===== src/peak_trough_detector_macros.svh =====
// assertion macros for the peak and trough detector
`ifndef PEAK_TROUGH_DETECTOR_MACROS_SVH
`define PEAK_TROUGH_DETECTOR_MACROS_SVH

// same-cycle implication, checked on the rising edge of aclk outside reset
`define PTD_ASSERT_NOW(label, ante, cons, msg) \
    label: assert property (@(posedge aclk) disable iff (!aresetn) (ante) |-> (cons)) \
        else $error(msg);

// next-cycle implication, checked on the rising edge of aclk outside reset
`define PTD_ASSERT_NEXT(label, ante, cons, msg) \
    label: assert property (@(posedge aclk) disable iff (!aresetn) (ante) |=> (cons)) \
        else $error(msg);

`endif


===== src/ptd_pkg.sv =====
// types and constants shared by the peak and trough detector
package ptd_pkg;

    // field widths
    localparam int SAMPLE_WIDTH = 16;
    localparam int INDEX_WIDTH  = 16;
    localparam int THRESH_WIDTH = 16;

    // compare width: wide enough that sample plus threshold never overflows
    localparam int CMP_WIDTH =
        ((SAMPLE_WIDTH > THRESH_WIDTH) ? SAMPLE_WIDTH : THRESH_WIDTH) + 2;

    // stream widths, rounded up to whole bytes
    localparam int S_TDATA_WIDTH = ((SAMPLE_WIDTH + 7) / 8) * 8;
    localparam int M_TDATA_WIDTH = ((2 * INDEX_WIDTH + SAMPLE_WIDTH + 7) / 8) * 8;

    // threshold after reset
    localparam logic [THRESH_WIDTH-1:0] THRESH_RESET = THRESH_WIDTH'(2322);

    // saturation value of index and counts
    localparam logic [INDEX_WIDTH-1:0] INDEX_MAX = '1;

    typedef logic signed [SAMPLE_WIDTH-1:0] sample_t;
    typedef logic        [INDEX_WIDTH-1:0]  index_t;
    typedef logic signed [CMP_WIDTH-1:0]    cmp_t;

    // tracking direction
    typedef enum logic [1:0] {
        DIR_UNDECIDED = 2'd0,
        DIR_PEAK      = 2'd1,
        DIR_TROUGH    = 2'd2
    } dir_t;

    // event kind codes
    localparam logic KIND_PEAK   = 1'b0;
    localparam logic KIND_TROUGH = 1'b1;

    // saturating increment of an index or count
    function automatic index_t sat_inc(input index_t v);
        sat_inc = (v == INDEX_MAX) ? v : v + index_t'(1);
    endfunction

endpackage


===== src/peak_trough_detector.sv =====
// peak and trough detector with hysteresis over windows of signed samples
//
//   channel   ports                 payload
//   input     s_tvalid/s_tready     tdata: sample, tuser: window_start
//   output    m_tvalid/m_tready     tdata: index, value, number, tuser: kind
//   config    cfg_wr_en             cfg_wr_data: hysteresis threshold
//
// one item per cycle sustained unless a stalled result holds the flow; an item
// passes the input register, then compare-and-update into the result register.
// the tracking state updates in the same cycle the result register loads.
// synchronous active-low reset clears tracking, index and counts and reloads
// the default threshold.
// a stalled result holds the result register; the input register keeps one
// item, then s_tready drops until the result is taken.
module peak_trough_detector (
    input  logic                                aclk,
    input  logic                                aresetn,
    // configuration
    input  logic                                cfg_wr_en,
    input  logic [ptd_pkg::THRESH_WIDTH-1:0]    cfg_wr_data,
    // input items
    input  logic                                s_tvalid,
    output logic                                s_tready,
    input  logic [ptd_pkg::S_TDATA_WIDTH-1:0]   s_tdata,   // [sample]
    input  logic [0:0]                          s_tuser,   // [window_start]
    // result items
    output logic                                m_tvalid,
    input  logic                                m_tready,
    output logic [ptd_pkg::M_TDATA_WIDTH-1:0]   m_tdata,   // [event_index, event_value, event_number]
    output logic [0:0]                          m_tuser    // [event_kind]
);

    // threshold register
    logic [ptd_pkg::THRESH_WIDTH-1:0] thresh_reg;

    // input stage
    logic             in_valid_reg;
    ptd_pkg::sample_t in_sample_reg;
    logic             in_start_reg;

    // tracking state
    ptd_pkg::dir_t    dir_reg,          dir_next;
    ptd_pkg::sample_t max_value_reg,    max_value_next;
    ptd_pkg::index_t  max_index_reg,    max_index_next;
    ptd_pkg::sample_t min_value_reg,    min_value_next;
    ptd_pkg::index_t  min_index_reg,    min_index_next;
    ptd_pkg::index_t  counter_reg,      counter_next;
    ptd_pkg::index_t  peak_count_reg,   peak_count_next;
    ptd_pkg::index_t  trough_count_reg, trough_count_next;

    // result register
    logic             out_valid_reg;
    logic             out_kind_reg,   out_kind_next;
    ptd_pkg::index_t  out_index_reg,  out_index_next;
    ptd_pkg::sample_t out_value_reg,  out_value_next;
    ptd_pkg::index_t  out_number_reg, out_number_next;

    logic fire;
    logic event_hit;
    logic s_accept;

    // compare stage advances when the result register is free or being drained
    assign fire     = in_valid_reg && (!out_valid_reg || m_tready);
    assign s_tready = !in_valid_reg || fire;
    assign s_accept = s_tvalid && s_tready;

    // threshold write
    always_ff @(posedge aclk) begin
        if (!aresetn) begin
            thresh_reg <= ptd_pkg::THRESH_RESET;
        end else if (cfg_wr_en) begin
            thresh_reg <= cfg_wr_data;
        end
    end

    // input register
    always_ff @(posedge aclk) begin
        if (!aresetn) begin
            in_valid_reg <= 1'b0;
        end else if (s_tready) begin
            in_valid_reg <= s_tvalid;
        end
    end

    always_ff @(posedge aclk) begin
        if (s_accept) begin
            in_sample_reg <= ptd_pkg::sample_t'(s_tdata[ptd_pkg::SAMPLE_WIDTH-1:0]);
            in_start_reg  <= s_tuser[0];
        end
    end

    // compare and update
    always_comb begin
        ptd_pkg::dir_t    dir_w;
        ptd_pkg::sample_t max_w;
        ptd_pkg::index_t  max_i_w;
        ptd_pkg::sample_t min_w;
        ptd_pkg::index_t  min_i_w;
        ptd_pkg::index_t  pk_w;
        ptd_pkg::index_t  tr_w;
        ptd_pkg::index_t  idx;
        ptd_pkg::cmp_t    s_c;
        ptd_pkg::cmp_t    e_c;
        ptd_pkg::cmp_t    max_c;
        ptd_pkg::cmp_t    min_c;

        dir_w   = dir_reg;
        max_w   = max_value_reg;
        max_i_w = max_index_reg;
        min_w   = min_value_reg;
        min_i_w = min_index_reg;
        pk_w    = peak_count_reg;
        tr_w    = trough_count_reg;
        idx     = ptd_pkg::sat_inc(counter_reg);

        // window start clears tracking, this sample is index zero
        if (in_start_reg) begin
            dir_w   = ptd_pkg::DIR_UNDECIDED;
            max_w   = in_sample_reg;
            min_w   = in_sample_reg;
            max_i_w = '0;
            min_i_w = '0;
            pk_w    = '0;
            tr_w    = '0;
            idx     = '0;
        end

        s_c   = ptd_pkg::CMP_WIDTH'(in_sample_reg);
        e_c   = ptd_pkg::cmp_t'(ptd_pkg::CMP_WIDTH'(thresh_reg));
        max_c = ptd_pkg::CMP_WIDTH'(max_w);
        min_c = ptd_pkg::CMP_WIDTH'(min_w);

        event_hit       = 1'b0;
        out_kind_next   = ptd_pkg::KIND_PEAK;
        out_index_next  = max_i_w;
        out_value_next  = max_w;
        out_number_next = pk_w;

        case (dir_w)
            ptd_pkg::DIR_PEAK: begin
                if (max_c <= s_c) begin
                    max_w   = in_sample_reg;
                    max_i_w = idx;
                end else if (max_c >= s_c + e_c) begin
                    // confirmed peak, start seeking a trough from here
                    pk_w            = ptd_pkg::sat_inc(pk_w);
                    event_hit       = 1'b1;
                    out_kind_next   = ptd_pkg::KIND_PEAK;
                    out_index_next  = max_i_w;
                    out_value_next  = max_w;
                    out_number_next = pk_w;
                    min_w           = in_sample_reg;
                    min_i_w         = idx;
                    dir_w           = ptd_pkg::DIR_TROUGH;
                end
            end
            ptd_pkg::DIR_TROUGH: begin
                if (s_c <= min_c) begin
                    min_w   = in_sample_reg;
                    min_i_w = idx;
                end else if (s_c >= min_c + e_c) begin
                    // confirmed trough, start seeking a peak from here
                    tr_w            = ptd_pkg::sat_inc(tr_w);
                    event_hit       = 1'b1;
                    out_kind_next   = ptd_pkg::KIND_TROUGH;
                    out_index_next  = min_i_w;
                    out_value_next  = min_w;
                    out_number_next = tr_w;
                    max_w           = in_sample_reg;
                    max_i_w         = idx;
                    dir_w           = ptd_pkg::DIR_PEAK;
                end
            end
            default: begin
                // undecided: pick a direction, trough seeking wins
                if (max_c >= s_c + e_c) begin
                    dir_w = ptd_pkg::DIR_TROUGH;
                end else if (s_c >= min_c + e_c) begin
                    dir_w = ptd_pkg::DIR_PEAK;
                end
                if (max_c <= s_c) begin
                    max_w   = in_sample_reg;
                    max_i_w = idx;
                end else if (s_c <= min_c) begin
                    min_w   = in_sample_reg;
                    min_i_w = idx;
                end
            end
        endcase

        dir_next          = dir_w;
        max_value_next    = max_w;
        max_index_next    = max_i_w;
        min_value_next    = min_w;
        min_index_next    = min_i_w;
        counter_next      = idx;
        peak_count_next   = pk_w;
        trough_count_next = tr_w;
    end

    // tracking state registers
    always_ff @(posedge aclk) begin
        if (!aresetn) begin
            dir_reg          <= ptd_pkg::DIR_UNDECIDED;
            max_value_reg    <= '0;
            max_index_reg    <= '0;
            min_value_reg    <= '0;
            min_index_reg    <= '0;
            counter_reg      <= '0;
            peak_count_reg   <= '0;
            trough_count_reg <= '0;
        end else if (fire) begin
            dir_reg          <= dir_next;
            max_value_reg    <= max_value_next;
            max_index_reg    <= max_index_next;
            min_value_reg    <= min_value_next;
            min_index_reg    <= min_index_next;
            counter_reg      <= counter_next;
            peak_count_reg   <= peak_count_next;
            trough_count_reg <= trough_count_next;
        end
    end

    // result valid
    always_ff @(posedge aclk) begin
        if (!aresetn) begin
            out_valid_reg <= 1'b0;
        end else if (fire) begin
            out_valid_reg <= event_hit;
        end else if (m_tready) begin
            out_valid_reg <= 1'b0;
        end
    end

    // result payload
    always_ff @(posedge aclk) begin
        if (fire && event_hit) begin
            out_kind_reg   <= out_kind_next;
            out_index_reg  <= out_index_next;
            out_value_reg  <= out_value_next;
            out_number_reg <= out_number_next;
        end
    end

    // output packing, index in the lowest bits
    assign m_tvalid   = out_valid_reg;
    assign m_tdata    = ptd_pkg::M_TDATA_WIDTH'({out_number_reg, out_value_reg, out_index_reg});
    assign m_tuser[0] = out_kind_reg;

    // checks
    `include "peak_trough_detector_macros.svh"

    `PTD_ASSERT_NEXT(a_event_shown, fire && event_hit, out_valid_reg,
        "event item not presented")
    `PTD_ASSERT_NEXT(a_peak_turns,
        fire && event_hit && (out_kind_next == ptd_pkg::KIND_PEAK),
        dir_reg == ptd_pkg::DIR_TROUGH, "no trough search after a peak")
    `PTD_ASSERT_NEXT(a_index_sat,
        fire && !in_start_reg && (counter_reg == ptd_pkg::INDEX_MAX),
        counter_reg == ptd_pkg::INDEX_MAX, "sample index wrapped")
    `PTD_ASSERT_NOW(a_stall_blocks, in_valid_reg && out_valid_reg && !m_tready,
        !s_tready, "input taken while both stages are full")

endmodule

===== config.mk =====
export PLATFORM = sky130hd
export DESIGN_NAME = peak_trough_detector
export DESIGN_NICKNAME = d
export VERILOG_FILES = /design/src/ptd_pkg.sv /design/src/peak_trough_detector.sv
export VERILOG_INCLUDE_DIRS = /design/src /design/src/src
export SDC_FILE = /design/constraint.sdc
export NUM_CORES = 1
export LEC_CHECK = 0
export ABC_AREA = 1
export ABC_CLOCK_PERIOD_IN_PS = 6800
export CAP_MARGIN = 20
export CORE_UTILIZATION = 60
export CTS_CLUSTER_DIAMETER = 200
export CTS_CLUSTER_SIZE = 20
export DETAILED_ROUTE_END_ITERATION = 8
export DONT_BUFFER_PORTS = 1
export PLACE_DENSITY = 0.76
export SYNTH_ARGS = -nofsm -noshare
export SYNTH_HDL_FRONTEND = slang
export SYNTH_SLANG_ARGS = --single-unit

===== constraint.sdc =====
create_clock -name aclk -period 6.8 [get_ports aclk]
set_clock_uncertainty 0.05 [all_clocks]
set_input_delay 1.36 -clock aclk [delete_from_list [all_inputs] [get_ports aclk]]
set_output_delay 1.36 -clock aclk [all_outputs]
set_load 0.05 [all_outputs]

* Yosys cells after proc, flatten, opt, wreduce, memory -nomap -nowiden
Cells that the tools add are included.
** Word-level totals
- Flip-flop bits (word level) :: 198
- Logic and storage cells :: 96
** Cells by class
- Reduce and logical (&&, ||, !) cells :: 8
- Eq/ne operators :: 5
- Mux-type cells :: 57
- Order comparisons :: 4
- Add/sub/neg operators :: 5
** Operators by type and width (count)
- two-way mux 16 bit :: 40
- case mux 16 bit (2 select lines) :: 3
- adder 16 x 1 -> 16 bit (second input constant) :: 3
- equality test 16 bit (second input constant) :: 3
- adder 16 x 17 -> 18 bit :: 2
- greater-or-equal comparator 16 x 18 -> 1 bit :: 2
- less-or-equal comparator 16 bit :: 2
- two-way mux 2 bit :: 6
- two-way mux 1 bit :: 6
- case mux 2 bit (2 select lines) :: 1
- logical AND 1 bit :: 3
- equality test 2 x 1 -> 1 bit (second input constant) :: 1
- equality test 2 bit (second input constant) :: 1
- logical NOT 1 bit :: 2
- logical OR 1 bit :: 2
- case mux 1 bit (2 select lines) :: 1
- nonzero test 2 bit :: 1

* Logic depth before layout (Yosys ltp)
Gate-level depths: netlist of run 1.
- Depth in word-level cells :: 7
- Depth in mapped cells :: 38
- Gate-level depth less buffers :: 34

* Worst setup path before layout of run 1
No wires, ideal clock.
- Kind :: reg-to-reg
- From :: reg in_start_reg
- To :: reg out_kind_reg, in the netlist m_tuser (enable)
- Data required time :: 6.347 ns
- Setup time :: 0.403 ns
- Setup slack :: 1.127 ns
- Period minus slack after synthesis :: 5.673 ns
- Cell stages (with the launch flop) :: 33
- Data arrival time :: 5.219 ns
- Cells stage by stage :: edfxtp_1 -> buf_6 -> buf_2 -> buf_2 -> nand2_1 -> inv_1 -> a21oi_1 -> inv_1 -> ha_1 -> fa_1 -> nand3_1 -> nand2_1 -> a21oi_1 -> o21ai_0 -> nand3_1 -> nand2_1 -> nand3_1 -> nand2_1 -> xor2_1 -> ha_1 -> nand2_1 -> nor2_2 -> inv_2 -> nor2_1 -> nand4_1 -> nand3_1 -> a21boi_2 -> nor2_2 -> nand2_1 -> buf_4 -> nand2_1 -> nand3_1 -> inv_1
** Between the ends
- Cells in the longest elaborated chain, start to end :: 7
- Elaborated cells between the ends (all ways) :: 16
- Those cells by class :: 1 x add/sub; 4 x order compare; 2 x eq/ne; 8 x mux; 1 x reduce/logical
** Ends and longest elaborated chain
- start: declaration :: line peak_trough_detector.sv:39 : logic in_start_reg;
- start signal: assignment :: line peak_trough_detector.sv:88 : in_start_reg <= s_tuser[0];
- two-way mux 16 bit :: line peak_trough_detector.sv:117 : if (in_start_reg) begin
- adder 16 x 17 -> 18 bit :: line peak_trough_detector.sv:161 : end else if (s_c >= min_c + e_c) begin
- greater-or-equal comparator 16 x 18 -> 1 bit :: line peak_trough_detector.sv:161
- two-way mux 1 bit :: line peak_trough_detector.sv:161
- two-way mux 1 bit :: line peak_trough_detector.sv:158 : if (s_c <= min_c) begin
- case mux 1 bit (2 select lines) * :: line peak_trough_detector.sv:139 : case (dir_w)
- logical AND 1 bit * :: line peak_trough_detector.sv:237 : if (fire && event_hit) begin
- end signal: assignment :: line peak_trough_detector.sv:238 : out_kind_reg <= out_kind_next;
- end: declaration :: line peak_trough_detector.sv:53 : logic out_kind_reg, out_kind_next;
Mark *: on every way between the ends. The rest lies on a longest branch, timed or not.
A chain may end at the register's enable or synchronous reset.

* Final worst setup path of run 1
- From :: reg in_start_reg
- To :: reg out_number_reg[9] (data pin)
** Between the ends
- Cells in the longest elaborated chain, start to end :: 6
- Elaborated cells between the ends (all ways) :: 23
- Those cells by class :: 3 x add/sub; 4 x order compare; 4 x eq/ne; 12 x mux
** Ends and longest elaborated chain
- two-way mux 16 bit :: line peak_trough_detector.sv:117
- adder 16 x 17 -> 18 bit (tied with other cells) :: line peak_trough_detector.sv:161
- greater-or-equal comparator 16 x 18 -> 1 bit or two-way mux 16 bit (tied branches) :: line peak_trough_detector.sv:161, ptd_pkg.sv:40
- two-way mux 16 bit (on tied branches) :: line peak_trough_detector.sv:161, peak_trough_detector.sv:144
- two-way mux 16 bit (on tied branches) :: line peak_trough_detector.sv:158, peak_trough_detector.sv:141
- case mux 16 bit (2 select lines) * :: line peak_trough_detector.sv:139
- via out_number_next[9] :: line peak_trough_detector.sv:56 : ptd_pkg::index_t out_number_reg, out_number_next;
- end signal: assignment :: line peak_trough_detector.sv:241 : out_number_reg <= out_number_next;
- end: declaration :: line peak_trough_detector.sv:56
Mark *: on every way through the listed nets, which the timed path passes. The rest lies on a longest branch.

==> results of run 1 <==
==> per-stage QoR <==
step	utilization [%]	area [sq um]	power (mW)	setup slack, ns
after floorplan	-	14970	2.258	1.127
after global placement	61.72	15050	2.533	0.8872
after detailed placement	61.72	15050	2.557	0.6414
after CTS	64.32	15690	3.631	0.6200
after global routing	64.35	15700	3.851	0.1294
final	64.36	15700	3.670	0.6418
==> layout make-up <==
| type | count | share of cell area, % |
|---|---|---|
| repair buffers | 25 | 1.275 |
| flip-flops and latches | 198 | 29.46 |
| clock buffers | 17 | 2.710 |
| clock inverters | 15 | 1.323 |
| diodes | 2 | 0.03188 |
| well taps | 324 | 2.582 |
| multi-input cells | 1670 | 56.22 |
| inverters | 267 | 6.392 |
==> per-layer routing <==
layer,wire (um),up-vias
li1,-,7317
met1,19740,6982
met2,20530,900
met3,4874,150
met4,1672,0
met5,0,-
==> logic make-up (layout without fill, tap and decap cells) <==
kind of cell               Yosys count  count (layout)  synth area share (%)
DFF                                198             198                 30.89
and+or+nand+nor                   1042            1042                 29.93
other                                0               2                     0
buffers and inverters              375             324                 10.20
adders and majority gates          109             109                 9.210
AOI/OAI and AO/OA                  463             463                 16.49
xor gates and xnor gates            56              56                 3.276
==> worst min-delay path by stage <==
| stage | startpoint | to | depth (start not counted) |
|---|---|---|---|
| floorplan | trough_count_reg[12] | trough_count_reg[12] | 2 |
| global placement | max_index_reg[3] | max_index_reg[3] | 2 |
| detailed placement | trough_count_reg[12] | trough_count_reg[12] | 2 |
| CTS | trough_count_reg[12] | trough_count_reg[12] | 2 |
| global route | max_index_reg[3] | max_index_reg[3] | 2 |
| finish | trough_count_reg[12] | trough_count_reg[12] | 2 |
==> worst max-delay path: cells and delay by family (launching register included) <==
kind            cells  cell delay [ns]
buf+inv             5             1.34
compound gates      5             1.03
fa+ha+maj           2             0.58
flops               1             0.40
xor+xnor            1             0.15
simple gates       17             2.44
==> power groups by stage <==
stage | clock network (mW) | registers [mW] | logic (mW)
finish | 1.09 | 1.33 | 1.26
CTS | 1.09 | 1.33 | 1.21
global route | 1.14 | 1.33 | 1.38
floorplan | 0 | 1.33 | 0.923
detailed placement | 0 | 1.35 | 1.21
global placement | 0 | 1.35 | 1.18
==> cell usage in the layout, fill, tap and decap left out, types with 13 or more instances in the layout <==
master / Yosys / layout
nand2_1: 529 / 528
inv_1: 255 / 253
a21oi_1: 228 / 228
nand3_1: 215 / 215
nor2_1: 212 / 212
o21ai_0: 148 / 148
dfxtp_1: 132 / 132
ha_1: 107 / 107
edfxtp_1: 66 / 66
xor2_1: 41 / 41
a31oi_1: 34 / 34
buf_4: 9 / 24
nor3_1: 22 / 22
nand4_1: 20 / 20
clkbuf_16: 0 / 17
xnor2_1: 15 / 15
o21ai_1: 13 / 13
==> repair_timing <==
action	in CTS	in global routing
setup endpoints to repair	0	12
resized for setup	0	1
hold buffers	0	0
==> results_dict.tcl, run 1 <==
set metrics [dict create \
    drt_pass1_iterations 6 \
    grt_usage_pct 36.47 \
    async_flop_share_pct 0 \
    grt-busiest-layer "met2" \
    p_seq_share_pct 36.2 \
    reg2reg_from "in_start_reg" \
    end_kind "flop" \
    p_leak_nw 7.220 \
    ant_nets 0 \
    grt_use_met1_pct 49.94 \
    detail_route.iter0.violations 2004 \
    outcome "completed" \
    period_needed_ns 6.158 \
    syn_area_sq_um 14970 \
    post-cts-setup-buffers 0 \
    die_x_um 160.0 \
    rr_endpoint "out_number_reg[9]" \
    path_class "reg -> reg" \
    routed_wl_mm 46.82 \
    nets 2326 \
    swShare_pct 41.08 \
    r2r_setup_slack_ns 0.64 \
    grt_start_max_net_pins 100 \
    ys_top_cells_by_area "dfxtp_1 (18%), nand2_1 (13%), edfxtp_1 (13%)" \
    start_util_pct 61.38 \
    rows 57 \
    cts_tree "yes" \
    dieArea_sq_um 25590 \
    yosysSeqAreaShare_pct 30.89 \
    rsz0062_at_grt "no" \
    clk_pin_slew_ns 0.08 \
    multi_input_area_sq_um 8826 \
    yosys.area.top_type "dfxtp_1" \
    nFillCells 2219 \
    synth_top_area_share_pct 17.65 \
    fmax_mhz 162.4 \
    io_pins 89 \
    globalRouteOverflowTotal 0 \
    p_per_area_nw_per_um2 233.8 \
    synth_common_cells "nand2_1 (529), inv_1 (255), a21oi_1 (228), nand3_1 (215), nor2_1 (212)" \
    cts_buffers 17 \
    grt_pass1_vias 14100 \
    hold_slack_ns 0.4324 \
    port_buffers 0 \
    tns_ns 0 \
    cts_buffer_depth 2 \
    cpPeakStageDelay_ns 0.50 \
    reg2reg_depth 30 \
    synth_most_common_cell "nand2_1" \
    final_layout_size_suffix_gt1_share_pct 4.836 \
    slew_headroom_pct 30.81 \
    dp.cells 2484 \
    cpMostUsedCell "nand2_1" \
    syn_to_final_growth_pct 4.856 \
    clockPowerShare_pct 29.6 \
    grtUsageMet3_pct 6.078 \
    core_sq_um 24390 \
    setup.worst_path.start "in_start_reg" \
    dieHeight_um 160.0 \
    ir_drop_mv 0.1595 \
    slew_viol_final 0 \
    crit_slowest_cell "inv_2" \
    synth-edff-count 66 \
    pwr-share-comb_pct 34.2 \
    antenna_found_initial 2 \
    grt_pass1_wl_mm 74.65 \
    hp-class "reg -> reg" \
    path_max_fanout 33 \
    wire_per_inst_um 18.59 \
    clock_sinks 198 \
    place.gp.congestion 1.004 \
    setup_violations 0 \
    yosysWarnings 0 \
    syn_inst 2243 \
    seq_area_sq_um 4624 \
    synth_nets 2390 \
    hpwlAfterDp_mm 32.30 \
    ys_types 50 \
    p_switching_mw 1.508 \
    startpoint_type "flop" \
    synth_flop_cell "dfxtp_1" \
    hold_violations 0 \
    intPower_mw 2.163 \
    drc_errors 0 \
    dr_total_vias 15350 \
    arrival_ns 6.39 \
    layoutNonFillerInstCount 2518 \
    syn_avg_cell_area_sq_um 6.674 \
    cap_viol_max_count 0 \
    worst_pin_slew_ns 1.037 \
    root_buffer "clkbuf_16" \
    post-route-period-util_pct 90.56 \
    crit_required_ns 7.03 \
    clk_latency_ns 0.45 \
    crit_end "out_number_reg[9]" \
    ys_ff_latch 198 \
    vias_per_cell 6.096 \
    htreeDepth 4 \
    use_met2_pct 56.70 \
]
Note: power is estimated with default switching activity, not from simulation.
==> inputs of run 2 (changes only) <==
--- a/config.mk
+++ b/config.mk
@@ -7,7 +7,7 @@
 export NUM_CORES = 1
 export LEC_CHECK = 0
 export ABC_AREA = 1
-export ABC_CLOCK_PERIOD_IN_PS = 6800
+export ABC_CLOCK_PERIOD_IN_PS = 6700
 export CAP_MARGIN = 20
 export CORE_UTILIZATION = 60
 export CTS_CLUSTER_DIAMETER = 200
==> constraint.sdc (replaced) <==
create_clock -name aclk -period 6.7 [get_ports aclk]
set_clock_uncertainty 0.05 [all_clocks]
set_input_delay 1.34 -clock aclk [delete_from_list [all_inputs] [get_ports aclk]]
set_output_delay 1.34 -clock aclk [all_outputs]
set_load 0.05 [all_outputs]
==> results_dict.tcl, run 2 (synthesis results as in run 1) <==
set metrics [dict create \
    outcome "completed" \
    finalPower_mw 3.723 \
    dr_total_vias 15300 \
    hold_path_startpoint "max_index_reg[3]" \
    min_path_cells 2 \
    cts_buffers 17 \
    grt_usage_pct 36.48 \
    end_kind "flop" \
    routed_wl_mm 46.74 \
    tns_ns 0 \
    core_sq_um 24390 \
    ant_nets 0 \
    arrival_ns 6.40 \
    setup_violations 0 \
    drt_pass1_iterations 5 \
    post-cts-setup-buffers 0 \
    nets 2328 \
    cts_resized 0 \
    io_pins 89 \
    reg2reg_from "in_start_reg" \
    wire_per_inst_um 18.56 \
    syn_to_final_growth_pct 4.856 \
    nFillCells 2336 \
    cts_buffer_depth 2 \
    p_per_area_nw_per_um2 237.2 \
    r2r_setup_slack_ns 0.59 \
    post-route-period-util_pct 91.13 \
    crit_required_ns 7.00 \
    setup_slack_ns 0.5942 \
    postCtsHoldBufs 0 \
    hold_slack_ns 0.4191 \
    hold_end "max_index_reg[3]" \
    ir_drop_mv 0.1848 \
    grt_start_max_net_pins 100 \
    cts_tree "yes" \
    p_seq_share_pct 36.2 \
    fmax_mhz 163.8 \
    dieArea_sq_um 25590 \
    crit_slowest_cell "nand2_2" \
    rr_endpoint "max_index_reg[11]" \
    hp-class "reg -> reg" \
    globalRouteOverflowTotal 0 \
    hpwlAfterDp_mm 32.27 \
    start_util_pct 61.38 \
    p_switching_mw 1.497 \
    cpMostUsedCell "nand2_1" \
    place_area_sq_um 15070 \
    post-place-ws_ns 0.7860 \
    worst_pin_slew_ns 1.067 \
    dieHeight_um 160.0 \
    hold_violations 0 \
    rows 57 \
    p_leak_nw 7.234 \
    port_buffers 0 \
    swShare_pct 40.22 \
    rsz0062_at_grt "no" \
    reg2reg_depth 32 \
    path_max_fanout 46 \
    slew_viol_final 0 \
    grt_pass1_wl_mm 74.58 \
    pwr-share-comb_pct 34.5 \
    final_layout_size_suffix_gt1_share_pct 4.923 \
    vias_per_cell 6.075 \
    htreeDepth 4 \
    detail_route.iter0.violations 1776 \
    clockPowerShare_pct 29.3 \
    grt_pass1_vias 14050 \
    cap_viol_max_count 0 \
    startpoint_type "flop" \
    slew_headroom_pct 28.42 \
    antenna_found_initial 2 \
    cpPeakStageDelay_ns 0.53 \
    path_class "reg -> reg" \
    period_needed_ns 6.106 \
    place.gp.congestion 1.009 \
    clk_latency_ns 0.45 \
    die_x_um 160.0 \
    clock_sinks 198 \
    final_cell_mix "nand2_1 (528), inv_1 (253), a21oi_1 (228), nand3_1 (215), nor2_1 (212)" \
    intPower_mw 2.225 \
    root_buffer "clkbuf_16" \
    drc_errors 0 \
    final_common_cell "nand2_1" \
    postLayoutCellArea_sq_um 15700 \
    clk_pin_slew_ns 0.09 \
]
==> run 2: cell types whose count changed in the layout (fill, tap and decap cells not counted) <==
cell,delta
inv_8,+1
clkinvlp_4,-1
diode_2,-1
clkbuf_16,+1
clkbuf_8,+2
inv_12,-3
clkinv_8,-2
clkinv_4,+2
buf_4,+2
nand2_2,+1
nand2_4,-1
==> run 2: how the worst max path moves through the flow <==
| stage | endpoint | startpoint | depth (start not counted) | slack (ns) |
|---|---|---|---|---|
| after CTS | max_index_reg[11] | in_start_reg | 32 | 0.77 |
| final | max_index_reg[11] | in_start_reg | 32 | 0.59 |
| after global routing | max_index_reg[11] | in_start_reg | 35 | 0.15 |
| after floorplan | m_tuser | in_start_reg | 32 | 1.03 |
| after detailed placement | max_index_reg[11] | in_start_reg | 29 | 0.79 |
| after global placement | max_index_reg[11] | in_start_reg | 35 | 0.89 |
==> run 2: final cells by class <==
cell class / count / area (sq um) / share of cell area [%]
clock buffers: 20 / 478.0 / 3.045
repair buffers: 27 / 215.2 / 1.371
clock inverters: 12 / 147.6 / 0.9405
flip-flops and latches: 198 / 4624 / 29.46
inverters: 267 / 1003 / 6.392
diodes: 1 / 2.502 / 0.01594
multi-input cells: 1670 / 8821 / 56.19
well taps: 324 / 405.4 / 2.582
==> run 2: power by group through the flow <==
stage / logic, mW / clock network [mW] / registers (mW)
after floorplan: 0.937 / 0 / 1.35
after global placement: 1.21 / 0 / 1.37
after detailed placement: 1.24 / 0 / 1.37
after CTS: 1.24 / 1.09 / 1.34
after global routing: 1.42 / 1.13 / 1.35
final: 1.28 / 1.09 / 1.35
==> run 2: stage by stage <==
stage	util, %	std cells
after CTS	64.35	2518
after global placement	61.78	2486
after global routing	64.36	2519
after floorplan	-	2243
final	64.36	2519
after detailed placement	61.78	2486
==> run 2: worst max-delay path: cells and delay by family (launching register included) <==
kind                       cells  cell delay [ns]
and+or+nand+nor               17             1.94
adders and majority gates      2             0.66
AOI/OAI and AO/OA              6             1.36
DFF                            1             0.42
xor gates and xnor gates       1             0.15
buffers and inverters          6             1.37
==> run 2: per-layer routing <==
metal	routed length [um]	global-route usage [%]
met5	12	0
met1	20040	51.18
met4	1671	15.80
met3	4769	6.156
met2	20250	55.12
